### src/hdl/atnpp_pkg.sv
// Shared types, decode constants and the condition check for the next-PC predictor.
// No dependencies.
`timescale 1ns / 1ps

package atnpp_pkg;

   localparam logic [15:0] T_B_MASK     = 16'hF800;
   localparam logic [15:0] T_B_MATCH    = 16'hE000;
   localparam logic [15:0] T_BCOND_MASK = 16'hF000;
   localparam logic [15:0] T_BCOND_MATCH = 16'hD000;
   localparam logic [15:0] T_BW_MATCH   = 16'hF000;
   localparam logic [15:0] T_BW2_MASK   = 16'h9000;
   localparam logic [15:0] T_BX_MASK    = 16'hFF00;
   localparam logic [15:0] T_BX_MATCH   = 16'h4700;
   localparam logic [15:0] T_WIDE_MASK  = 16'hE000;
   localparam logic [31:0] A_B_MASK     = 32'h0E00_0000;
   localparam logic [31:0] A_B_MATCH    = 32'h0A00_0000;

   localparam logic [2:0] SIZE_HALF = 3'd2;
   localparam logic [2:0] SIZE_WORD = 3'd4;
   localparam logic [3:0] T_PC_AHEAD = 4'd4;
   localparam logic [3:0] A_PC_AHEAD = 4'd8;

   typedef enum logic [3:0] {
      COND_EQ, COND_NE, COND_CS, COND_CC, COND_MI, COND_PL, COND_VS, COND_VC,
      COND_HI, COND_LS, COND_GE, COND_LT, COND_GT, COND_LE, COND_AL, COND_NV
   } cond_type;

   typedef struct packed {
      logic [31:0] instr_word;
      logic [31:0] cur_pc;
      logic        thumb_mode;
      logic [3:0]  nzcv_flags;
   } req_type;

   typedef struct packed {
      logic [31:0] next_addr;
      logic        is_branch;
      logic        branch_taken;
      logic        unpredictable;
      logic [2:0]  instr_size;
   } dec_result_type;

   // flags: N bit 3, Z bit 2, C bit 1, V bit 0
   function automatic logic cond_holds(input logic [3:0] cond, input logic [3:0] flags);
      logic n, z, c, v, res;
      n = flags[3];
      z = flags[2];
      c = flags[1];
      v = flags[0];
      case (cond_type'(cond))
         COND_EQ: res = z;
         COND_NE: res = !z;
         COND_CS: res = c;
         COND_CC: res = !c;
         COND_MI: res = n;
         COND_PL: res = !n;
         COND_VS: res = v;
         COND_VC: res = !v;
         COND_HI: res = c && !z;
         COND_LS: res = !c || z;
         COND_GE: res = (n == v);
         COND_LT: res = (n != v);
         COND_GT: res = !z && (n == v);
         COND_LE: res = z || (n != v);
         COND_AL: res = 1'b1;
         default: res = 1'b0;
      endcase
      return res;
   endfunction

endpackage

### src/hdl/atnpp_decode.sv
// Branch decode and next-address adder, one item in one pass of logic.
// Depends on atnpp_pkg.
`timescale 1ns / 1ps

module atnpp_decode (
   input  atnpp_pkg::req_type        req,
   output atnpp_pkg::dec_result_type res
);

   logic [15:0] hw;
   logic [15:0] hw2;
   logic        s_bit;
   logic        i1;
   logic        i2;
   logic [31:0] offset;
   logic [3:0]  ahead;
   logic [31:0] addend;
   logic        taken;

   assign hw    = req.instr_word[15:0];
   assign hw2   = req.instr_word[31:16];
   assign s_bit = hw[10];
   assign i1    = ~(hw2[13] ^ s_bit);
   assign i2    = ~(hw2[11] ^ s_bit);

   always_comb begin
      res.is_branch     = 1'b0;
      res.unpredictable = 1'b0;
      res.instr_size    = atnpp_pkg::SIZE_WORD;
      taken             = 1'b0;
      offset            = 32'd0;
      ahead             = atnpp_pkg::T_PC_AHEAD;
      if (req.thumb_mode) begin
         if ((hw & atnpp_pkg::T_B_MASK) == atnpp_pkg::T_B_MATCH) begin
            res.is_branch  = 1'b1;
            res.instr_size = atnpp_pkg::SIZE_HALF;
            taken          = 1'b1;
            offset         = {{20{hw[10]}}, hw[10:0], 1'b0};
         end else if ((hw & atnpp_pkg::T_BCOND_MASK) == atnpp_pkg::T_BCOND_MATCH) begin
            res.is_branch  = 1'b1;
            res.instr_size = atnpp_pkg::SIZE_HALF;
            taken          = atnpp_pkg::cond_holds(hw[11:8], req.nzcv_flags);
            offset         = {{23{hw[7]}}, hw[7:0], 1'b0};
         end else if (((hw & atnpp_pkg::T_B_MASK) == atnpp_pkg::T_BW_MATCH) &&
                      ((hw2 & atnpp_pkg::T_BW2_MASK) == atnpp_pkg::T_BW2_MASK)) begin
            res.is_branch = 1'b1;
            taken         = 1'b1;
            offset        = {{7{s_bit}}, s_bit, i1, i2, hw[9:0], hw2[10:0], 1'b0};
         end else if ((hw & atnpp_pkg::T_BX_MASK) == atnpp_pkg::T_BX_MATCH) begin
            res.unpredictable = 1'b1;
            res.instr_size    = atnpp_pkg::SIZE_HALF;
         end else if ((hw & atnpp_pkg::T_WIDE_MASK) != atnpp_pkg::T_WIDE_MASK) begin
            res.instr_size = atnpp_pkg::SIZE_HALF;
         end
      end else begin
         ahead = atnpp_pkg::A_PC_AHEAD;
         if ((req.instr_word & atnpp_pkg::A_B_MASK) == atnpp_pkg::A_B_MATCH) begin
            res.is_branch = 1'b1;
            taken = atnpp_pkg::cond_holds(req.instr_word[31:28], req.nzcv_flags);
            offset = {{6{req.instr_word[23]}}, req.instr_word[23:0], 2'b00};
         end
      end
      // not taken: fall through by the instruction length
      addend = taken ? offset : 32'd0;
      if (!taken) begin
         ahead = {1'b0, res.instr_size};
      end
      res.branch_taken = taken;
      res.next_addr    = req.cur_pc + addend + {28'd0, ahead};
   end

endmodule

### src/hdl/arm_thumb_next_pc_predictor_top.sv
// Top level of the next-PC predictor: input register, decode, result register.
// Depends on atnpp_pkg and atnpp_decode.
`timescale 1ns / 1ps

// Next-PC predictor for single-stepping ARM and Thumb code.
// Request channel: drive req_* and raise start; the item is taken at a rising
// edge where start is high and busy is low. busy is high only during reset and
// until the first edge with reset low, so an item may be issued every cycle.
// Result channel: rsp_valid is high for exactly one cycle with the rsp_*
// fields; there is no back-pressure, the receiver must take it then.
// Path: an item taken at an edge is stored in the input register, decoded
// and added in one pass, and held in the result register, which drives
// rsp_valid and the rsp_* fields.
// Throughput: one item per cycle, set by the single decode/adder pass between
// the two registers.
// Reset (synchronous, active high) clears the valid flags, so no result
// is shown for items in flight when reset hits.
// Thumb BX/BLX Rm is flagged unpredictable and the fall-through is given.
module arm_thumb_next_pc_predictor_top (
   input  logic        clock,
   input  logic        reset,
   input  logic        start,
   output logic        busy,
   input  logic [31:0] req_instr_word,
   input  logic [31:0] req_cur_pc,
   input  logic        req_thumb_mode,
   input  logic [3:0]  req_nzcv_flags,
   output logic        rsp_valid,
   output logic [31:0] rsp_next_addr,
   output logic        rsp_is_branch,
   output logic        rsp_branch_taken,
   output logic        rsp_unpredictable,
   output logic [2:0]  rsp_instr_size
);

   atnpp_pkg::req_type        req_ff;
   atnpp_pkg::req_type        req_in;
   atnpp_pkg::dec_result_type res_ff;
   atnpp_pkg::dec_result_type res_in;
   logic                      req_valid_ff;
   logic                      req_valid_in;
   logic                      res_valid_ff;
   logic                      busy_ff;

   assign req_valid_in = start && !busy_ff;
   assign req_in = '{instr_word: req_instr_word, cur_pc: req_cur_pc,
                     thumb_mode: req_thumb_mode, nzcv_flags: req_nzcv_flags};

   atnpp_decode u_decode (
      .req (req_ff),
      .res (res_in)
   );

   always_ff @(posedge clock) begin
      if (reset) begin
         req_valid_ff <= 1'b0;
         res_valid_ff <= 1'b0;
         busy_ff      <= 1'b1;
      end else begin
         req_valid_ff <= req_valid_in;
         res_valid_ff <= req_valid_ff;
         busy_ff      <= 1'b0;
      end
   end

   always_ff @(posedge clock) begin
      if (req_valid_in) begin
         req_ff <= req_in;
      end
      if (req_valid_ff) begin
         res_ff <= res_in;
      end
   end

   assign busy              = busy_ff;
   assign rsp_valid         = res_valid_ff;
   assign rsp_next_addr     = res_ff.next_addr;
   assign rsp_is_branch     = res_ff.is_branch;
   assign rsp_branch_taken  = res_ff.branch_taken;
   assign rsp_unpredictable = res_ff.unpredictable;
   assign rsp_instr_size    = res_ff.instr_size;

endmodule

### config.mk
export PLATFORM = sky130hd
export DESIGN_NAME = arm_thumb_next_pc_predictor_top
export DESIGN_NICKNAME = d
export VERILOG_FILES = /design/src/hdl/atnpp_pkg.sv /design/src/hdl/atnpp_decode.sv /design/src/hdl/arm_thumb_next_pc_predictor_top.sv
export SDC_FILE = /design/constraint.sdc
export NUM_CORES = 1
export LEC_CHECK = 0
export BUFFER_PORTS_ARGS = -buffer_cell sky130_fd_sc_hd__buf_2
export CAP_MARGIN = 20
export CORE_AREA = 10 10 117 119
export DETAILED_ROUTE_END_ITERATION = 10
export DIE_AREA = 0 0 127 129
export PLACE_DENSITY = 0.88
export SYNTH_ARGS = -nofsm -noshare
export SYNTH_HDL_FRONTEND = slang
export SYNTH_SLANG_ARGS = --single-unit
export TNS_END_PERCENT = 1
### constraint.sdc
create_clock -name clock -period 6 [get_ports clock]
set_input_delay 0.9 -clock clock [delete_from_list [all_inputs] [get_ports clock]]
set_output_delay 0.9 -clock clock [all_outputs]
set_load 0.01 [all_outputs]
Yosys cells after proc, flatten, opt, wreduce, memory -nomap -nowiden
Cells that the tools add are included.
{ "totals": {"register_bits": 110} }
{ "op_classes": {"n_reduce_logical": 14, "addsub": 2, "bitwise": 5, "n_mux": 27, "n_eq_ne": 37} }
{ "ops": {"columns": ["operator", "count"], "rows": [
  ["two-way mux 32 bit", 6],
  ["== test 4 bit, second input constant", 15],
  ["adder 32 bit", 1],
  ["adder 32 x 4 -> 32 bit", 1],
  ["== test 4 x 3 -> 1 bit, second input constant", 8],
  ["one-hot mux 1 bit (15 select lines)", 2],
  ["== test 4 x 2 -> 1 bit, second input constant", 4],
  ["two-way mux 3 bit", 5],
  ["two-way mux 4 bit", 3],
  ["two-way mux 1 bit", 11],
  ["== test 5 bit, second input constant", 2],
  ["== test 4 x 1 -> 1 bit, second input constant", 2],
  ["== test 8 x 7 -> 1 bit, second input constant", 1],
  ["logical NOT 4 bit", 2],
  ["logical NOT 1 bit", 5],
  ["logical AND 1 bit", 4],
  ["OR reduction 4 bit", 1],
  ["== test 3 bit, second input constant", 1],
  ["!= test 3 bit, second input constant", 1],
  ["NOT 1 bit", 3],
  ["== test 2 bit, second input constant", 1],
  ["logical OR 1 bit", 2],
  ["XOR 1 bit", 2],
  ["== test 1 bit", 1],
  ["!= test 1 bit", 1]
]} }

Logic depth before layout (Yosys ltp)
{ "logic_depth": {"word_depth": 9, "mapped_depth": 20} }

Cells and area by module
From an unflattened synthesis, not the netlist that was laid out.
{ "unflattened": {"cells_unflattened": 550, "hier_area_um2": 6267.3} }
{ "by_module_without_submodules": {"columns": ["module", "area_per_inst_um2", "n_inst", "cells_per_inst", "seq_area_each_um2"], "rows": [
  ["arm_thumb_next_pc_predictor_top", 3298.2, 1, 113, 3273.1],
  ["atnpp_decode", 2969.1, 1, 437, 0.0]
]} }

Worst setup path before layout
Ideal clock, no wire load.
{ "synth_timing": {"path_kind": "register -> register", "from": "register req_ff[48] (netlist name)", "to": "register res_ff, in the netlist rsp_next_addr[30], data pin", "required_time_ns": 5.740, "setup_time_ns": 0.260, "path_slack_ns": 1.158, "stages_incl_launch_ff": 19, "t_arrival_ns": 4.583, "n_path_buf": 1, "period_less_slack_ns": 4.842, "path_cell_list": "edfxtp_1 -> or3b_1 -> a21oi_1 -> buf_2 -> mux2i_1 -> o21ai_0 -> nand2_1 -> fa_1 -> inv_1 -> ha_1 -> fa_1 -> a211oi_1 -> o211ai_1 -> a22oi_2 -> o21ai_2 -> or4b_4 -> a31oi_4 -> o21ai_2 -> xor2_1"} }
{ "synth_lines": {"columns": ["element", "line_no", "text"], "rows": [
  ["start, declared", "arm_thumb_next_pc_predictor_top.sv:36", "atnpp_pkg::req_type req_ff;"],
  ["start signal, assigned", "arm_thumb_next_pc_predictor_top.sv:68", "req_ff <= req_in;"],
  ["end signal, assigned", "arm_thumb_next_pc_predictor_top.sv:71", "res_ff <= res_in;"],
  ["end, declared", "arm_thumb_next_pc_predictor_top.sv:38", "atnpp_pkg::dec_result_type res_ff;"]
]} }

==> metrics.md <==
| Metric | Value |
|---|---|
| Synth Cell Area | 0.006186 mm2 |
| Io pins | 112 |
| Vias in the first global route | 4,638 |
| TNS Setup | 0 ps |
| Post-synth top area cell | edfxtp_1 |
| WS Path Type | reg -> reg |
| CP Data Arrival Time | 5530 ps |
| Clk Latency, worst-skew pair | 350 ps |
| Die height | between 100 and 150 um |
| Post-synth EDFFs | 106 |
| Routability congestion estimate | 0.9223 |
| Area Overhead vs Synth | 15.76% |
| Post-synth ARST share | 0% |
| Area share of the largest cell type after synthesis | 51.46% |
| Period utilization | 90.52% |
| Flops & latches, synth | between 100 and 150 |
| Worst Hold Class | reg -> reg |
| Fillers | 924 |
| Post-route ant nets | 0 |
| Hold violation total from the final report | 0 |
| # hold bufs at CTS | 0 |
| DP Wirelength | ~11 mm |
| First-pass GRT wire length | approximately 23 mm |
| Global route total overflow | 0 |
| Buffers inserted by post-CTS timing repair | 0 |
| Die Span X | 127 um |
| Avg WL per Cell | 18.11 um |
| Overall power | approximately 0.0016 W |
| Layout cell share with drive strength beyond 1 | 22.53% |
| Yosys warnings | 0 |
| CTS tree | yes |
| Via count | about 4,600 |
| Pwr Density | ~220 mW/mm2 |
| Period minus WS final | 5431 ps |
| Clock root cell | clkbuf_16 |
| TritonCTS buffer count | 9 |
| Syn Nets | 672 |
| Min Hold Slack | roughly 420 ps |
| Final setup fails | 0 |
| Max-Slew Margin vs Limit | 29.79% |
| CTS H-tree lvls | 3 |
| RSZ-0062 raised after global routing | false |
| Initial core utilization | 54.64% |
| Final Instance Area | between 0.007 and 0.008 mm2 |
| CTS clk-pin slew, worst paths | 70 ps |
| Die ar. | ~0.016 mm2 |
| Diodes inserted | 0 |
| Largest net degree at the start of global routing | slightly above 70 |
| CTS Sinks | 109 |
| Placed instance area | 0.006868 mm2 |
| Synth unique cells | 62 |
| Clk buf depth | 2 |
| Site row count | 39 |
| Core Region | 0.01132 mm2 |
| Vias per cell | 5.764 |
| Total Wirelength | between 10 and 15 mm |
| Total GRT Usage | 17.27% |
| Tightest Pin Transition | 1053 ps |
| Endpoint class of the critical path | flop |
| Seq/Total Area, Yosys | 52.43% |
| Outcome | finished, final reports clean |
| Nets | 775 |
| Clock skew | 13.10 ps |
| Synth top area cells | edfxtp_1 51%, ha_1 11%, a21oi_1 5.3%, nor2_1 3.8%, xnor2_1 3.3% |
| Initial antenna violation count | 0 |
| Synth Area per Inst | 11.46 um2 |
| Max VDD drop | 0.0002530 V |
| Max-cap violations | 0 |
| Critical Path RT | 6100 ps |
| Leak pwr | 2.955 nW |
| Slew Limit Fails | 0 |
| Initial drt markers | 424 |
| Synth cell count leaders | 106 x edfxtp_1, 65 x a21oi_1, 63 x nor2_1 |
| Startpoint Class | flop |
| First-pass DRT Iterations | 5 |
| Top_reg_cell synth | edfxtp_1 |
| Residual DRC | 0 |
| Most common cell in the netlist | edfxtp_1 |
| IO Port Bufs | 110 |
| Cells after synthesis | 540 |
| Post-CTS sizing | 0 |
| Fmax | 184.1 MHz |
| CP max FO | 24 |
-- where the power goes --
group          internal (W)  switching [W]
registers          0.000870      0.0000222
logic             0.0000584      0.0000751
clock network      0.000328       0.000255
total               0.00126       0.000353
-- layout by cell type (no fill, tap or decap), types with 3 or more instances in the layout --
cell type / instances
o221ai_1: 4
inv_1: 16
a21o_1: 9
a211oi_1: 7
o21a_1: 5
edfxtp_1: 106
nand2_1: 22
mux2i_1: 9
nand3_1: 13
and3_1: 4
ha_1: 56
a21oi_1: 64
nand2b_1: 6
o21ai_2: 3
xor2_1: 9
dfxtp_1: 3
and4_1: 3
nor3_1: 9
clkbuf_16: 9
nor2_1: 63
o211ai_1: 5
o21ai_0: 20
fa_1: 4
xnor2_1: 23
clkbuf_1: 3
buf_4: 6
nor2b_1: 7
buf_2: 110
-- layer usage --
| metal | global-route usage, % | wire length (um) | vias up |
|---|---|---|---|
| met1 | 19.88 | 5843 | 2121 |
| li1 | - | - | 2222 |
| met2 | 28.80 | 7113 | 176 |
| met5 | 0 | 0 | - |
| met3 | 6.119 | 969 | 40 |
| met4 | 7.033 | 397 | 0 |
-- layout make-up --
cell class / count / area (um2) / share of cell area, %
multi-input cells: 391 / 2790 / 38.97
repair buffers: 116 / 595.6 / 8.317
clock inverters: 4 / 56.30 / 0.7863
well taps: 143 / 178.9 / 2.499
flip-flops and latches: 109 / 3243 / 45.29
inverters: 16 / 60.06 / 0.8387
clock buffers: 12 / 236.5 / 3.302
-- state kept, by name, summed over array words and instances (netlist names) --
signal / cells
busy: 1
req_ff: 69
req_valid_ff: 1
rsp_branch_taken: 1
rsp_instr_size: 2
rsp_is_branch: 1
rsp_next_addr: 32
rsp_unpredictable: 1
rsp_valid: 1
-- kinds of logic after synthesis --
kind of cell	Yosys count	share of synthesized area, %
AOI/OAI and AO/OA	144	14.97
and+or+nand+nor	144	11.10
DFF	109	52.43
adders and majority gates	60	12.62
buffers and inverters	40	2.650
xor gates and xnor gates	32	4.531
muxes	10	1.638
other	1	0.06062
-- stage by stage --
stage | utilization (%) | setup WS (ps) | cells
final | 63.25 | 569.0 | 791
after global placement | 60.67 | 833.9 | 775
after global routing | 63.25 | 232.6 | 791
after floorplan | - | 1158 | 540
after CTS | 63.25 | 634.0 | 791
after detailed placement | 60.67 | 677.4 | 775
-- worst paths after layout --
kind / start / end / slack, ps / cells past startpoint
worst max-delay path: req_ff[48]$_DFFE_PP_ / rsp_next_addr[30]$_DFFE_PP_ / 570 / 19
worst min-delay path: req_ff[5]$_DFFE_PP_ / rsp_next_addr[0]$_DFFE_PP_ / 420 / 0
worst max register to register: req_ff[48]$_DFFE_PP_ / rsp_next_addr[30]$_DFFE_PP_ / 570 / 19
worst min register to register: req_ff[5]$_DFFE_PP_ / rsp_next_addr[0]$_DFFE_PP_ / 420 / 0
-- worst max-delay path, cell delays in order, from the launching register on --
cell and delay [ps]:
edfxtp_1 500, or3b_1 430, a21oi_2 400, o21a_1 250
a211oi_2 80, buf_4 220, inv_1 110, nand2_1 80
fa_1 500, inv_1 40, ha_1 230, fa_1 430
a211oi_1 350, o211ai_1 160, a22oi_2 270, o21ai_2 130
or4b_4 540, a31oi_4 210, o21ai_2 80, xor2_1 160
No activity file was read; power rests on OpenSTA's default activity.
